**src/design/twhsm_pkg.sv**
```systemverilog
package twhsm_pkg;

  // Register byte addresses on the configuration port
  localparam int unsigned AddrWidth = 5;
  localparam logic [AddrWidth-1:0] ADDR_HALF_PERIOD = 5'h00;
  localparam logic [AddrWidth-1:0] ADDR_TIMEOUT     = 5'h04;
  localparam logic [AddrWidth-1:0] ADDR_TEMP_CMD    = 5'h08;
  localparam logic [AddrWidth-1:0] ADDR_HUM_CMD     = 5'h0C;
  localparam logic [AddrWidth-1:0] ADDR_SRST_CMD    = 5'h10;

  // Reset values of the registers
  localparam logic [11:0] HALF_PERIOD_RESET = 12'd5;
  localparam logic [15:0] TIMEOUT_RESET     = 16'hFFFF;
  localparam logic [7:0]  TEMP_CMD_RESET    = 8'h03;
  localparam logic [7:0]  HUM_CMD_RESET     = 8'h05;
  localparam logic [7:0]  SRST_CMD_RESET    = 8'h1E;

  // Clock pulses with DATA high in a connection reset
  localparam logic [3:0] RESET_CLOCKS = 4'd9;

  // Start pattern length, steps 0 to TS_LAST
  localparam logic [2:0] TS_LAST = 3'd6;

  // Action codes
  localparam logic [1:0] ACT_CONN_RESET = 2'd0;
  localparam logic [1:0] ACT_SOFT_RESET = 2'd1;
  localparam logic [1:0] ACT_TEMP       = 2'd2;
  localparam logic [1:0] ACT_HUM        = 2'd3;

  typedef struct packed {
    logic [11:0] half_period_ticks;
    logic [15:0] ready_timeout_polls;
    logic [7:0]  temperature_command;
    logic [7:0]  humidity_command;
    logic [7:0]  soft_reset_command;
  } cfg_t;

  typedef struct packed {
    logic       start_req;
    logic [1:0] action;
    logic       data_sample;
  } tick_t;

  typedef struct packed {
    logic        clock_level;
    logic        data_drive_enable;
    logic        data_level;
    logic        busy_res;
    logic        done_res;
    logic [15:0] measurement;
    logic [7:0]  check_byte;
    logic [1:0]  error_count;
  } result_t;

  // SCK level of each start pattern step
  function automatic logic ts_clock(input logic [2:0] step);
    logic lvl;
    unique case (step)
      3'd1, 3'd2, 3'd4, 3'd5: lvl = 1'b1;
      default:                lvl = 1'b0;
    endcase
    return lvl;
  endfunction

  // DATA level of each start pattern step
  function automatic logic ts_data(input logic [2:0] step);
    logic lvl;
    unique case (step)
      3'd0, 3'd1, 3'd5, 3'd6: lvl = 1'b1;
      default:                lvl = 1'b0;
    endcase
    return lvl;
  endfunction

endpackage

```
**src/design/twhsm_regs.sv**
```systemverilog
module twhsm_regs (
  input  logic                            clk,
  input  logic                            rst,
  input  logic                            psel,
  input  logic                            penable,
  input  logic                            pwrite,
  input  logic [twhsm_pkg::AddrWidth-1:0] paddr,
  input  logic [31:0]                     pwdata,
  output logic [31:0]                     prdata,
  output logic                            pready,
  output twhsm_pkg::cfg_t                 cfg
);
  import twhsm_pkg::*;

  logic wr_en;

  assign pready = 1'b1;
  assign wr_en  = psel && penable && pwrite;

  always_ff @(posedge clk) begin
    if (rst) begin
      cfg.half_period_ticks   <= HALF_PERIOD_RESET;
      cfg.ready_timeout_polls <= TIMEOUT_RESET;
      cfg.temperature_command <= TEMP_CMD_RESET;
      cfg.humidity_command    <= HUM_CMD_RESET;
      cfg.soft_reset_command  <= SRST_CMD_RESET;
    end else if (wr_en) begin
      unique case (paddr)
        ADDR_HALF_PERIOD: cfg.half_period_ticks   <= pwdata[11:0];
        ADDR_TIMEOUT:     cfg.ready_timeout_polls <= pwdata[15:0];
        ADDR_TEMP_CMD:    cfg.temperature_command <= pwdata[7:0];
        ADDR_HUM_CMD:     cfg.humidity_command    <= pwdata[7:0];
        ADDR_SRST_CMD:    cfg.soft_reset_command  <= pwdata[7:0];
        default: ;
      endcase
    end
  end

  always_comb begin
    unique case (paddr)
      ADDR_HALF_PERIOD: prdata = {20'd0, cfg.half_period_ticks};
      ADDR_TIMEOUT:     prdata = {16'd0, cfg.ready_timeout_polls};
      ADDR_TEMP_CMD:    prdata = {24'd0, cfg.temperature_command};
      ADDR_HUM_CMD:     prdata = {24'd0, cfg.humidity_command};
      ADDR_SRST_CMD:    prdata = {24'd0, cfg.soft_reset_command};
      default:          prdata = 32'd0;
    endcase
  end

endmodule

```
**src/design/twhsm_seq.sv**
```systemverilog
module twhsm_seq (
  input  logic                 clk,
  input  logic                 rst,
  input  logic                 step_en,
  input  twhsm_pkg::tick_t     tick,
  input  twhsm_pkg::cfg_t      cfg,
  output twhsm_pkg::result_t   res
);
  import twhsm_pkg::*;

  typedef enum logic [11:0] {
    PH_IDLE   = 12'b0000_0000_0001,
    PH_RST_HI = 12'b0000_0000_0010,
    PH_RST_LO = 12'b0000_0000_0100,
    PH_TS     = 12'b0000_0000_1000,
    PH_WB_HI  = 12'b0000_0001_0000,
    PH_WB_LO  = 12'b0000_0010_0000,
    PH_WACK   = 12'b0000_0100_0000,
    PH_POLL   = 12'b0000_1000_0000,
    PH_RB_HI  = 12'b0001_0000_0000,
    PH_RB_LO  = 12'b0010_0000_0000,
    PH_RA_SET = 12'b0100_0000_0000,
    PH_RA_CLK = 12'b1000_0000_0000
  } phase_t;

  phase_t      phase, phase_next;
  logic [1:0]  action_latched, action_latched_next;
  logic [11:0] tick_count, tick_count_next;
  logic [15:0] poll_count, poll_count_next;
  logic [2:0]  bit_index, bit_index_next;
  logic [2:0]  ts_step, ts_step_next;
  logic [3:0]  reset_clock_count, reset_clock_count_next;
  logic [1:0]  byte_index, byte_index_next;
  logic [7:0]  shift_byte, shift_byte_next;
  logic [15:0] result_word, result_word_next;
  logic [7:0]  result_check, result_check_next;
  logic [1:0]  errors, errors_next;

  logic [11:0] half;
  logic [15:0] limit;
  logic [15:0] poll_inc;
  logic [3:0]  rcc_inc;
  logic        step_end;
  logic        finish;
  logic        add_err;

  assign half     = (cfg.half_period_ticks == 12'd0) ? 12'd1 : cfg.half_period_ticks;
  assign limit    = (cfg.ready_timeout_polls == 16'd0) ? 16'd1 : cfg.ready_timeout_polls;
  assign poll_inc = poll_count + 16'd1;
  assign rcc_inc  = reset_clock_count + 4'd1;
  assign step_end = ({1'b0, tick_count} + 13'd1) >= {1'b0, half};

  always_comb begin
    phase_next             = phase;
    action_latched_next    = action_latched;
    tick_count_next        = tick_count;
    poll_count_next        = poll_count;
    bit_index_next         = bit_index;
    ts_step_next           = ts_step;
    reset_clock_count_next = reset_clock_count;
    byte_index_next        = byte_index;
    shift_byte_next        = shift_byte;
    result_word_next       = result_word;
    result_check_next      = result_check;
    errors_next            = errors;
    finish                 = 1'b0;
    add_err                = 1'b0;

    if (phase == PH_IDLE) begin
      if (tick.start_req) begin
        action_latched_next    = tick.action;
        errors_next            = 2'd0;
        poll_count_next        = 16'd0;
        tick_count_next        = 12'd0;
        reset_clock_count_next = 4'd0;
        ts_step_next           = 3'd0;
        phase_next = (tick.action == ACT_CONN_RESET || tick.action == ACT_SOFT_RESET)
                     ? PH_RST_HI : PH_TS;
      end
    end else if (!step_end) begin
      tick_count_next = tick_count + 12'd1;
    end else begin
      tick_count_next = 12'd0;
      unique case (phase)
        PH_RST_HI: phase_next = PH_RST_LO;
        PH_RST_LO: begin
          reset_clock_count_next = rcc_inc;
          ts_step_next           = 3'd0;
          phase_next = (rcc_inc >= RESET_CLOCKS) ? PH_TS : PH_RST_HI;
        end
        PH_TS: begin
          if (ts_step != TS_LAST) begin
            ts_step_next = ts_step + 3'd1;
          end else if (action_latched == ACT_CONN_RESET) begin
            finish = 1'b1;
          end else begin
            unique case (action_latched)
              ACT_SOFT_RESET: shift_byte_next = cfg.soft_reset_command;
              ACT_TEMP:       shift_byte_next = cfg.temperature_command;
              default:        shift_byte_next = cfg.humidity_command;
            endcase
            bit_index_next = 3'd7;
            phase_next     = PH_WB_HI;
          end
        end
        PH_WB_HI: phase_next = PH_WB_LO;
        PH_WB_LO: begin
          if (bit_index == 3'd0) begin
            phase_next = PH_WACK;
          end else begin
            bit_index_next = bit_index - 3'd1;
            phase_next     = PH_WB_HI;
          end
        end
        PH_WACK: begin
          add_err = tick.data_sample;
          if (action_latched == ACT_SOFT_RESET) begin
            finish = 1'b1;
          end else begin
            poll_count_next = 16'd0;
            phase_next      = PH_POLL;
          end
        end
        PH_POLL: begin
          if (!tick.data_sample) begin
            byte_index_next = 2'd0;
            bit_index_next  = 3'd7;
            shift_byte_next = 8'd0;
            phase_next      = PH_RB_HI;
          end else begin
            poll_count_next = poll_inc;
            if (poll_inc >= limit) begin
              add_err         = 1'b1;
              byte_index_next = 2'd0;
              bit_index_next  = 3'd7;
              shift_byte_next = 8'd0;
              phase_next      = PH_RB_HI;
            end
          end
        end
        PH_RB_HI: begin
          if (tick.data_sample) shift_byte_next[bit_index] = 1'b1;
          phase_next = PH_RB_LO;
        end
        PH_RB_LO: begin
          if (bit_index != 3'd0) begin
            bit_index_next = bit_index - 3'd1;
            phase_next     = PH_RB_HI;
          end else begin
            priority if (byte_index == 2'd0) begin
              result_word_next[15:8] = shift_byte;
            end else if (byte_index == 2'd1) begin
              result_word_next[7:0] = shift_byte;
            end else begin
              result_check_next = shift_byte;
            end
            phase_next = PH_RA_SET;
          end
        end
        PH_RA_SET: phase_next = PH_RA_CLK;
        PH_RA_CLK: begin
          if (byte_index >= 2'd2) begin
            finish = 1'b1;
          end else begin
            byte_index_next = byte_index + 2'd1;
            bit_index_next  = 3'd7;
            shift_byte_next = 8'd0;
            phase_next      = PH_RB_HI;
          end
        end
        default: finish = 1'b1;
      endcase
    end

    // saturate at three
    if (add_err && errors != 2'd3) errors_next = errors + 2'd1;
    if (finish) phase_next = PH_IDLE;
  end

  // pin levels come from the phase in effect when the tick starts
  always_comb begin
    res.clock_level       = 1'b0;
    res.data_drive_enable = 1'b1;
    res.data_level        = 1'b1;
    unique case (phase)
      PH_RST_HI: res.clock_level = 1'b1;
      PH_TS: begin
        res.clock_level = ts_clock(ts_step);
        res.data_level  = ts_data(ts_step);
      end
      PH_WB_HI, PH_WB_LO: begin
        res.clock_level = (phase == PH_WB_HI);
        res.data_level  = shift_byte[bit_index];
      end
      PH_WACK, PH_RB_HI: begin
        res.clock_level       = 1'b1;
        res.data_drive_enable = 1'b0;
        res.data_level        = 1'b0;
      end
      PH_POLL, PH_RB_LO: begin
        res.data_drive_enable = 1'b0;
        res.data_level        = 1'b0;
      end
      PH_RA_SET, PH_RA_CLK: begin
        res.clock_level = (phase == PH_RA_CLK);
        res.data_level  = (byte_index >= 2'd2);
      end
      default: ;
    endcase
    res.busy_res    = (phase != PH_IDLE);
    res.done_res    = finish;
    res.measurement = result_word_next;
    res.check_byte  = result_check_next;
    res.error_count = errors_next;
  end

  always_ff @(posedge clk) begin
    if (rst) begin
      phase             <= PH_IDLE;
      action_latched    <= 2'd0;
      tick_count        <= 12'd0;
      poll_count        <= 16'd0;
      bit_index         <= 3'd0;
      ts_step           <= 3'd0;
      reset_clock_count <= 4'd0;
      byte_index        <= 2'd0;
      shift_byte        <= 8'd0;
      result_word       <= 16'd0;
      result_check      <= 8'd0;
      errors            <= 2'd0;
    end else if (step_en) begin
      phase             <= phase_next;
      action_latched    <= action_latched_next;
      tick_count        <= tick_count_next;
      poll_count        <= poll_count_next;
      bit_index         <= bit_index_next;
      ts_step           <= ts_step_next;
      reset_clock_count <= reset_clock_count_next;
      byte_index        <= byte_index_next;
      shift_byte        <= shift_byte_next;
      result_word       <= result_word_next;
      result_check      <= result_check_next;
      errors            <= errors_next;
    end
  end

endmodule

```
**src/design/two_wire_humidity_sensor_master_top.sv**
```systemverilog
// Channel   Direction  Handshake         Contents
// s_axis    in         tvalid/tready     one bus tick: DATA sample, start request, action
// m_axis    out        tvalid/tready     pin levels, status and results for that tick
// apb       in/out     psel/penable      five configuration registers at 4*i
//
// One tick is taken every clock cycle while s_axis_tready is high. A tick
// waits in the input register until the sequencer step turns it into a
// result in the output register, from which the result is offered.
// Reset clears the sequencer to idle and both valid flags; registers return
// to their defaults. A stall on m_axis freezes the sequencer and backs up
// into s_axis_tready; no tick is lost while a result waits.
module two_wire_humidity_sensor_master_top (
  input  logic                            clk,
  input  logic                            rst,
  input  logic                            s_axis_tvalid,
  output logic                            s_axis_tready,
  input  logic [7:0]                      s_axis_tdata,  // [0] data_sample
  input  logic [2:0]                      s_axis_tuser,  // [0] start_req, [2:1] action
  output logic                            m_axis_tvalid,
  input  logic                            m_axis_tready,
  // [0] clock_level, [1] data_drive_enable, [2] data_level, [3] busy_res,
  // [4] done_res, [20:5] measurement, [28:21] check_byte, [30:29] error_count
  output logic [31:0]                     m_axis_tdata,
  input  logic                            psel,
  input  logic                            penable,
  input  logic                            pwrite,
  input  logic [twhsm_pkg::AddrWidth-1:0] paddr,
  input  logic [31:0]                     pwdata,
  output logic [31:0]                     prdata,
  output logic                            pready
);
  import twhsm_pkg::*;

  cfg_t    cfg;
  tick_t   in_tick;
  logic    in_valid;
  result_t res;
  logic    advance;

  twhsm_regs u_regs (
    .clk     (clk),
    .rst     (rst),
    .psel    (psel),
    .penable (penable),
    .pwrite  (pwrite),
    .paddr   (paddr),
    .pwdata  (pwdata),
    .prdata  (prdata),
    .pready  (pready),
    .cfg     (cfg)
  );

  // Step the sequencer when a tick is held and the output register is free
  assign advance       = in_valid && (!m_axis_tvalid || m_axis_tready);
  assign s_axis_tready = !in_valid || advance;

  // Input register: hold the tick until its step runs
  always_ff @(posedge clk) begin
    if (rst) begin
      in_valid <= 1'b0;
    end else if (s_axis_tready) begin
      in_valid <= s_axis_tvalid;
    end
  end

  always_ff @(posedge clk) begin
    if (s_axis_tready && s_axis_tvalid) begin
      in_tick.start_req   <= s_axis_tuser[0];
      in_tick.action      <= s_axis_tuser[2:1];
      in_tick.data_sample <= s_axis_tdata[0];
    end
  end

  twhsm_seq u_seq (
    .clk     (clk),
    .rst     (rst),
    .step_en (advance),
    .tick    (in_tick),
    .cfg     (cfg),
    .res     (res)
  );

  // Output register: load on each step, drop valid once taken
  always_ff @(posedge clk) begin
    if (rst) begin
      m_axis_tvalid <= 1'b0;
    end else if (advance) begin
      m_axis_tvalid <= 1'b1;
    end else if (m_axis_tready) begin
      m_axis_tvalid <= 1'b0;
    end
  end

  always_ff @(posedge clk) begin
    if (advance) begin
      m_axis_tdata <= {1'b0, res.error_count, res.check_byte, res.measurement,
                       res.done_res, res.busy_res, res.data_level,
                       res.data_drive_enable, res.clock_level};
    end
  end

endmodule
```
**config.mk**
```make
export PLATFORM = sky130hd
export DESIGN_NAME = two_wire_humidity_sensor_master_top
export DESIGN_NICKNAME = d
export VERILOG_FILES = /design/src/design/twhsm_pkg.sv /design/src/design/twhsm_regs.sv /design/src/design/twhsm_seq.sv /design/src/design/two_wire_humidity_sensor_master_top.sv
export SDC_FILE = /design/constraint.sdc
export NUM_CORES = 1
export LEC_CHECK = 0
export BUFFER_PORTS_ARGS = -buffer_cell sky130_fd_sc_hd__buf_2
export CORE_ASPECT_RATIO = 1.2
export CORE_MARGIN = 5
export CORE_UTILIZATION = 40
export CTS_BUF_LIST = sky130_fd_sc_hd__clkbuf_16
export CTS_CLUSTER_DIAMETER = 40
export CTS_CLUSTER_SIZE = 30
export DETAILED_ROUTE_END_ITERATION = 16
export PLACE_DENSITY = 0.67
export SLEW_MARGIN = 40
export SYNTH_ARGS = -nofsm -noshare
export SYNTH_HDL_FRONTEND = slang
export SYNTH_SLANG_ARGS = --single-unit
```
**constraint.sdc**
```tcl
create_clock -name clk -period 8.35 [get_ports clk]
set_input_delay 1.67 -clock clk [delete_from_list [all_inputs] [get_ports clk]]
set_output_delay 1.67 -clock clk [all_outputs]
set_load 0.02 [all_outputs]
```
# == Word-level counts from Yosys, hierarchy flattened ==
# Cells that the tools add are included.
# totals
register_bits,177
input_bits,55
elab_cells,230
# op_classes
addsub,8
magnitude_cmp,6
n_eq_ne,45
muxes,95
bitwise,2
n_reduce_logical,51
# op_table
operator,n
12-bit 2-to-1 mux,14
16-bit 2-to-1 mux,10
12-bit one-hot mux with 11 select lines,1
8-bit 2-to-1 mux,15
16-bit one-hot mux with 5 select lines,1
3-bit 2-to-1 mux,11
16-bit one-hot mux with 2 select lines,1
8-bit one-hot mux with 4 select lines,1
4-bit 2-to-1 mux,6
9-bit AND reduction,2
1-bit 2-to-1 mux,17
"16-bit by 1-bit adder with 16-bit output, second input constant",1
16-bit >= comparator,1
16-bit zero test,1
"4-bit by 2-bit inequality test with 1-bit output, second input constant",4
8-bit one-hot mux with 2 select lines,1
3-bit one-hot mux with 5 select lines,1
"2-bit inequality test, second input constant",7
"12-bit by 1-bit adder with 13-bit output, second input constant",1
13-bit by 12-bit >= comparator with 1-bit output,1
13-bit nonzero test,1
"12-bit by 1-bit adder with 12-bit output, second input constant",1
"12-bit by 1-bit == test with 1-bit output, second input constant",1
"12-bit by 10-bit == test with 1-bit output, second input constant",1
64 further kinds,106

# == Logic depth before layout (Yosys ltp) ==
# Gate-level depths: netlist of run 1.
# logic_depth
word_depth,10
mapped_depth,16
ltp_nobuf,14

# == Modules after synthesis ==
# A second synthesis of run 1 with hierarchy kept.
# hier_totals
hier_cells,1119
hier_area_um2,10219.8
# modules_own_cells
module,n_inst,cells_per_inst,area_each_um2,seq_area_each_um2
twhsm_seq,1,784,6404.9,1761.7
twhsm_regs,1,288,2648.8,1041.0
two_wire_humidity_sensor_master_top,1,47,1166.1,1091.0

# == Worst setup path before layout of run 1 ==
# OpenSTA, ideal clock, no wires.
# synth_timing
path_type,in2out
start,in paddr[4] (netlist name)
end,out prdata[0]
arrival_ns,2.970
required_time_ns,6.680
path_slack_ns,3.710
path_stages,6
cell_sequence,nor3_1 > and3b_1 > clkbuf_1 > clkbuf_1 > a22oi_1 > nand3_1
# synth_between
elab_chain_len,2
# synth_lines
item,line_no,rtl
from (decl),two_wire_humidity_sensor_master_top.sv:27,"input logic [twhsm_pkg::AddrWidth-1:0] paddr,"
5-bit == test (tied with other cells),twhsm_regs.sv:40,unique case (paddr)
16-bit one-hot mux with 5 select lines (*),twhsm_regs.sv:40,
to (decl),two_wire_humidity_sensor_master_top.sv:29,"output logic [31:0] prdata,"
# Every way passes the cells marked *; elsewhere a longest branch is shown, timed or not.

# == Final worst setup path of run 1 ==
# layout_timing
start,in paddr[4] (netlist name)
end,out prdata[3]
# The elaborated chain is that of the path after synthesis.

==> metrics, run 1 <==
crit-path max FO 13; Starting Density 0.4051; power per cell area 169.4 mW/mm^2; min-delay worst type flop to flop; synthesized flop and latch total 177; total core area 0.02397 mm^2; CTS Root Cell clkbuf_16; status finished, final reports clean; post-synth top area share 0.2928; setup repair bufs after CTS 0; pre-CTS WS 3.319 ns; Leak 4.334 nW; power share of the combinational group 0.077; gr ovfl total 0; largest net degree at the start of global routing 72; DIE AREA 0.02750 mm^2; Slew @ Worst Pin 0.8047 ns; DRC viols 0; Post-synth EDFFs 35; Critical Path, Cell by Cell buf_2 -> nor3_1 -> nand2_1 -> nor2_2 -> a22oi_1 -> nand3_1 -> buf_2; Area Overhead vs Synth 11.16%; CTS Sinks 177; final worst-path cycle share 0.6069; num ports 122; input/output buffers 80; Max Slew Vio Count 0; RePlAce Congestion 0.9041; top_reg_cell synth dfxtp_1; sum of negative setup slack 0 ns; Cells after Synth 1101; Fin Clk Skew 0.02140 ns; clk buf depth 2; clk_lat worst skew 0.45 ns; layout cells sized above 1 0.1638; Post-synth ARST share 0; post-route minimum period 5.068 ns; WL final 24400 um; Worst-path clk slew 0.07 ns; final worst slack 3.282 ns; Post-DP HPWL 17420 um; maximum vdd ir drop 0.1286 mV; Critical Path Slowest Stage Cell nor2_2; post-CTS sizing 0; vias 8287; cell internal pwr 0.001325 W; number of global-route vias before repair 7774; Sw Pwr 0.0005032 W; sw frac 0.2752; Die Width 152.2 um; max-cap violation count 0; hold buffer count at CTS 0; Num CTS Buffers 17; max incr delay on CP 0.51 ns; Syn Std Cell Area 0.009709 mm^2; Final Hold Vio Count 0; Slew Limit Headroom 0.4635; H-tree Lvls 4; most used cell, CP buf_2; most frequent cells in the layout 159 x nand2_1, 142 x dfxtp_1, 80 x buf_2; dominant cell type by area after synthesis dfxtp_1; # setup viols final 0; Top Family by Delay on Critical Path simple AND/OR/NAND/NOR gates; CTS tree built; Clk pwr share 0.435; Avg Inst Size Synth 8.819 um^2; Post-layout nets 1241; synth unique cells 83; ANT nets after route 0; Antenna Cells 0; RSZ-0062 raised after global routing false; Crit path required time 6.68 ns; Avg WL per Cell 16.55 um; CP Launch Type primary input; synth top area cells dfxtp_1 29%, edfxtp_1 11%, nand2_1 6.1%; yosys warns 0; post-DR vias/cell 5.622; drt pass-1 iters 5; CP endpoint kind output port; Design Power 0.001829 W; sequential power share 0.488; crit path buf inv count 2; commonest non-fill, non-tap cell in the layout nand2_1; FP Rows 62; Iter 0 DRT Violations 706; initial antenna violation count 0; Crit Path Category primary input to output port; GRT Total Usage 0.1752; register area share after synthesis 0.4010; Die Y 180.7 um; WP data arrival 3.40 ns; FMAX 0.1973 GHz; first-pass GRT wire length 39740 um
-- worst register-to-register path, delay by kind of cell, from the launching register on --
kind	cells	cell delay, ns
AOI/OAI and AO/OA	3	0.97
xor gates and xnor gates	1	0.23
adders and majority gates	1	0.20
DFF	1	0.48
and+or+nand+nor	8	2.51
-- power by group through the flow --
| stage | Sequential, W | Clock (W) | Combinational [W] |
|---|---|---|---|
| final | 0.000892 | 0.000795 | 0.000141 |
| after global routing | 0.000894 | 0.000845 | 0.000154 |
| after CTS | 0.000892 | 0.000808 | 0.000141 |
| after detailed placement | 0.000912 | 0 | 0.000140 |
| after global placement | 0.000912 | 0 | 0.000136 |
| after floorplan | 0.000920 | 0 | 0.0000914 |
-- per-layer routing --
layer | global-route usage | vias up | share of wire
met5 | 0 | - | 0
met3 | 0.03363 | 53 | 0.059
met4 | 0.07410 | 0 | 0.029
li1 | - | 4040 | -
met1 | 0.2280 | 3920 | 0.45
met2 | 0.2851 | 274 | 0.47
-- synth_stat cells (all sizes together), types with 3 or more instances --
cell type and number:
a21oi 73, a41o 4, o311ai 3, xnor2 17
o211ai 18, mux2i 20, a211oi 8, nor2 64
or3 3, nor4b 5, a311oi 6, and2 9
o221a 8, edfxtp 35, and3 25, o31ai 3
a22o 5, o21ba 8, a31oi 10, clkbuf 41
nor2b 10, nor4 11, xor2 15, o21ai 58
buf 36, or4 3, nand3 60, a21o 3
or2 3, inv 48, nand2b 5, and4 8
ha 45, dfxtp 142, nand4 20, nand2 159
a22oi 27, nor3 18, mux2 24, o221ai 10
-- through the flow --
step                      utilization  instance area, um^2  hold WS, ns  cells
final                          0.4503                10790       0.4612   1474
after global routing           0.4503                10790       0.4860   1474
after CTS                      0.4499                10780       0.4645   1474
after detailed placement       0.4253                10190       0.4541   1442
after global placement         0.4242                10170       0.4416   1442
after floorplan                     -                 9769       0.4356   1117
-- path summary, 6_finish.rpt --
check	start	endpoint	slack, ns	cells past startpoint
worst max-delay path	paddr[4]	prdata[3]	3.28	7
worst min register to register	u_seq.result_check[2]	u_seq.result_check[2]	0.46	2
worst max register to register	u_seq.poll_count[2]	u_seq.errors[0]	3.85	13
worst min-delay path	u_seq.result_check[2]	u_seq.result_check[2]	0.46	2
-- layout make-up --
class	instances	area, um^2
clock buffers	17	425.4
well taps	320	400.4
inverters	49	183.9
multi-input cells	812	5294
flip-flops and latches	177	3894
clock inverters	15	165.2
fillers	2326	13180
repair buffers	84	430.4
-- registers in the layout, indices dropped and copies added (netlist names) --
| signal | cells |
|---|---|
| in_tick | 4 |
| in_valid | 1 |
| m_axis_tdata | 31 |
| m_axis_tvalid | 1 |
| u_regs.cfg | 52 |
| u_seq.action_latched | 2 |
| u_seq.bit_index | 3 |
| u_seq.byte_index | 2 |
| u_seq.errors | 2 |
| u_seq.phase | 12 |
| u_seq.poll_count | 16 |
| u_seq.reset_clock_count | 4 |
| u_seq.result_check | 8 |
| u_seq.result_word | 16 |
| u_seq.shift_byte | 8 |
| u_seq.tick_count | 12 |
| u_seq.ts_step | 3 |
-- cell families (layout without fill, tap and decap cells) --
logic type	Yosys count	count (layout)	synth area share
and+or+nand+nor	412	412	0.2110
buffers and inverters	128	165	0.06392
AOI/OAI and AO/OA	259	259	0.1803
other	2	18	0.0007735
muxes	46	46	0.05619
DFF	177	177	0.4010
xor gates and xnor gates	32	32	0.02887
adders and majority gates	45	45	0.05799
Note: power is estimated with default switching activity, not from simulation.
==> run 2: changes to the inputs <==
- ABC_AREA: default -> 1
- clock period: 8.35 -> 5.2 ns (I/O delays scaled with it)
==> metrics, run 2 <==
status finished, final reports clean (unchanged); Post-synth EDFFs 35 (unchanged); num ports 122 (unchanged); number of global-route vias before repair 8215 (was 7774); sw frac 0.3984 (was 0.2752); input/output buffers 80 (unchanged); commonest non-fill, non-tap cell in the layout nand2_1 (unchanged); Cells after Synth 1386 (was 1101); H-tree Lvls 4 (unchanged); post-route minimum period 3.930 ns; top post-synthesis cells by count 273 x nand2_1, 215 x nor2_1, 196 x inv_1 (was 159 x nand2_1, 142 x dfxtp_1, 73 x a21oi_1); Largest Register u_regs.cfg (unchanged); power share of the combinational group 0.327 (was 0.077); Hold Path Sink u_seq.tick_count[9] (was u_seq.result_check[2]); max reg flops 52 (unchanged); GRT Total Usage 0.1777 (was 0.1752); Post-DP HPWL 18640 um (was 17420 um); synth top area cells dfxtp_1 29%, edfxtp_1 11%, nand2_1 10% (was dfxtp_1 29%, edfxtp_1 11%, nand2_1 6.1%); Worst R2R End u_seq.phase[3] (was u_seq.errors[0]); Starting Density 0.4082 (was 0.4051); RePlAce Congestion 0.8868 (was 0.9041); r2r worst-path depth 17 (was 13); synth unique cells 47 (was 83); clk buf depth 2 (unchanged); Die Width 153.0 um (was 152.2 um); post-DR vias/cell 4.999 (was 5.622); Max Slew Vio Count 0 (unchanged); most frequent cell after synthesis nand2_1 (unchanged); CTS tree built (unchanged); WL final 25060 um (was 24400 um); final worst-path cycle share 0.7559; Final Hold Vio Count 0 (unchanged); FP Rows 62 (unchanged); crit-path max FO 11 (was 13); Iter 0 DRT Violations 644 (was 706); # setup viols final 0 (unchanged); Num CTS Buffers 17 (unchanged); Sw Pwr 0.001733 W (was 0.0005032 W); Design Power 0.004349 W (was 0.001829 W); max-cap violation count 0 (unchanged); vias 8899 (was 8287); Clk pwr share 0.299 (was 0.435); r2r startpoint u_seq.poll_count[0] (was u_seq.poll_count[2]); hold buffer count at CTS 0 (unchanged); Avg Inst Size Synth 7.083 um^2 (was 8.819 um^2); Leak 5.207 nW (was 4.334 nW); gr ovfl total 0 (unchanged); yosys warns 0 (unchanged); min-delay src u_seq.tick_count[9] (was u_seq.result_check[2]); synthesized flop and latch total 177 (unchanged); Slew Limit Headroom 0.4436 (was 0.4635); Area Overhead vs Synth 12.15% (was 11.16%); DIE AREA 0.02779 mm^2 (was 0.02750 mm^2); post-CTS sizing 0 (unchanged); CP Launch Type flop (was primary input); FMAX 0.2544 GHz; RSZ-0062 raised after global routing false (unchanged); setup repair bufs after CTS 0 (unchanged); CP endpoint kind flop (was output port); Post-synth ARST share 0 (unchanged); Register-to-Register Setup Slack 1.27 ns (was 3.85 ns); Slew @ Worst Pin 0.8323 ns (was 0.8047 ns); Fillers 2456 (was 2326); cell internal pwr 0.002616 W (was 0.001325 W); initial antenna violation count 1 (was 0); Die Y 181.6 um (was 180.7 um); post-synth top area share 0.2896 (was 0.2928); power per cell area 395.0 mW/mm^2 (was 169.4 mW/mm^2); sequential power share 0.374 (was 0.488); sum of negative setup slack 0 ns (unchanged); WP data arrival 4.26 ns (was 3.40 ns); drt pass-1 iters 5 (unchanged); hold depth 2 (unchanged); most frequent cells in the layout 273 x nand2_1, 214 x nor2_1, 195 x inv_1 (was 159 x nand2_1, 142 x dfxtp_1, 80 x buf_2); Fin Clk Skew 0.01445 ns (was 0.02140 ns); top_reg_cell synth dfxtp_1 (unchanged); CTS Sinks 177 (unchanged); Crit Path Category flop to flop (was primary input to output port); first-pass GRT wire length 40850 um (was 39740 um); final core occ 0.4578 (was 0.4503); total core area 0.02405 mm^2 (was 0.02397 mm^2); min-delay worst type flop to flop (unchanged); CTS Root Cell clkbuf_16 (unchanged); Post-layout nets 1546 (was 1241); register area share after synthesis 0.3966 (was 0.4010); layout cells sized above 1 0.1021 (was 0.1638); biggest registers after layout u_regs.cfg (52), m_axis_tdata (31) (unchanged); dominant cell type by area after synthesis dfxtp_1 (unchanged); ANT nets after route 0 (unchanged); clk_lat worst skew 0.44 ns (was 0.45 ns); Syn Std Cell Area 0.009817 mm^2 (was 0.009709 mm^2); Crit path required time 5.53 ns (was 6.68 ns); maximum vdd ir drop 0.2572 mV (was 0.1286 mV); DRC viols 0 (unchanged); Avg WL per Cell 14.08 um (was 16.55 um); Worst-path clk slew 0.08 ns (was 0.07 ns); largest net degree at the start of global routing 61 (was 72)
-- run 2: changes by cell type after synthesis, moves of 16 or more --
| cell | before | now |
|---|---|---|
| nor2_1 | 62 | 215 |
| inv_1 | 47 | 196 |
| nand2_1 | 159 | 273 |
| o21ai_0 | 55 | 103 |
| o21ai_1 | 3 | 35 |
| a22oi_1 | 27 | 0 |
| and3_1 | 22 | 0 |
| mux2i_1 | 20 | 0 |
| a21oi_1 | 73 | 54 |
| mux2_2 | 16 | 0 |
-- run 2: logic make-up (layout without fill, tap and decap cells) --
family,after synthesis,count (layout),share of synthesized area
and+or+nand+nor,623,623,0.2706
AOI/OAI and AO/OA,253,253,0.1450
other,2,19,0.0007650
adders and majority gates,45,45,0.05735
xor gates and xnor gates,20,20,0.01784
buffers and inverters,266,323,0.1118
DFF,177,177,0.3966
-- run 2: routing by layer --
metal / wire, um / part of all wire / track usage / up-vias
met2: 12430 / 0.50 / 0.3146 / 211
met5: 0 / 0 / 0 / -
met4: 413 / 0.016 / 0.04955 / 0
met3: 1197 / 0.048 / 0.02929 / 27
met1: 11020 / 0.44 / 0.2237 / 4074
li1: - / - / - / 4587
-- run 2: how the worst max path moves through the flow --
stage	cells after the start	slack, ns	end	from
2_1_floorplan	7	2.04	prdata[7]	paddr[2]
6_report	17	1.27	u_seq.phase[3]	u_seq.poll_count[0]
3_3_place_gp	7	1.41	prdata[7]	paddr[1]
5_1_grt	22	0.93	u_seq.phase[4]	u_seq.poll_count[2]
4_1_cts	7	1.32	prdata[7]	paddr[1]
3_5_place_dp	7	1.32	prdata[7]	paddr[1]
-- run 2: metrics by stage --
step                area, um^2  setup slack, ns  hold WS [ns]  std cells
finish                   11010            1.270        0.4737       1780
global placement         10390            1.410        0.4539       1747
detailed placement       10400            1.325        0.4609       1747
global route             11010           0.9285        0.5222       1779
CTS                      11010            1.317        0.4726       1779
floorplan                 9877            2.045        0.4359       1402
-- run 2: final cells by class --
cell class / count / area [um^2] / share of cell area
inverters: 207 / 779.5 / 0.07080
well taps: 320 / 400.4 / 0.03637
flip-flops and latches: 177 / 3894 / 0.3537
clock inverters: 15 / 183.9 / 0.01671
repair buffers: 84 / 430.4 / 0.03910
clock buffers: 17 / 425.4 / 0.03864
multi-input cells: 959 / 4893 / 0.4445
diodes: 1 / 2.502 / 0.0002273
-- run 2: critical path, stage by stage, from the launching register on --
cell and delay [ns]:
dfxtp_1 0.39, ha_1 0.20, nand3_1 0.22, nor3_1 0.35, nand3_1 0.16, nor3_1 0.20
xor2_1 0.24, ha_1 0.27, nand2_1 0.11, o21ai_0 0.12, a21oi_1 0.40, nand4_1 0.26
nand4_1 0.14, nand2_1 0.26, nand2_1 0.24, inv_2 0.13, nor2_1 0.11, nor2_1 0.04
-- run 2: power groups by stage --
stage	Clock [W]	Combinational [W]	Sequential (W)
3_3_place_gp	0	0.00139	0.00165
5_1_grt	0.00139	0.00161	0.00164
3_5_place_dp	0	0.00141	0.00165
6_report	0.00130	0.00142	0.00163
2_1_floorplan	0	0.00110	0.00166
4_1_cts	0.00133	0.00142	0.00163
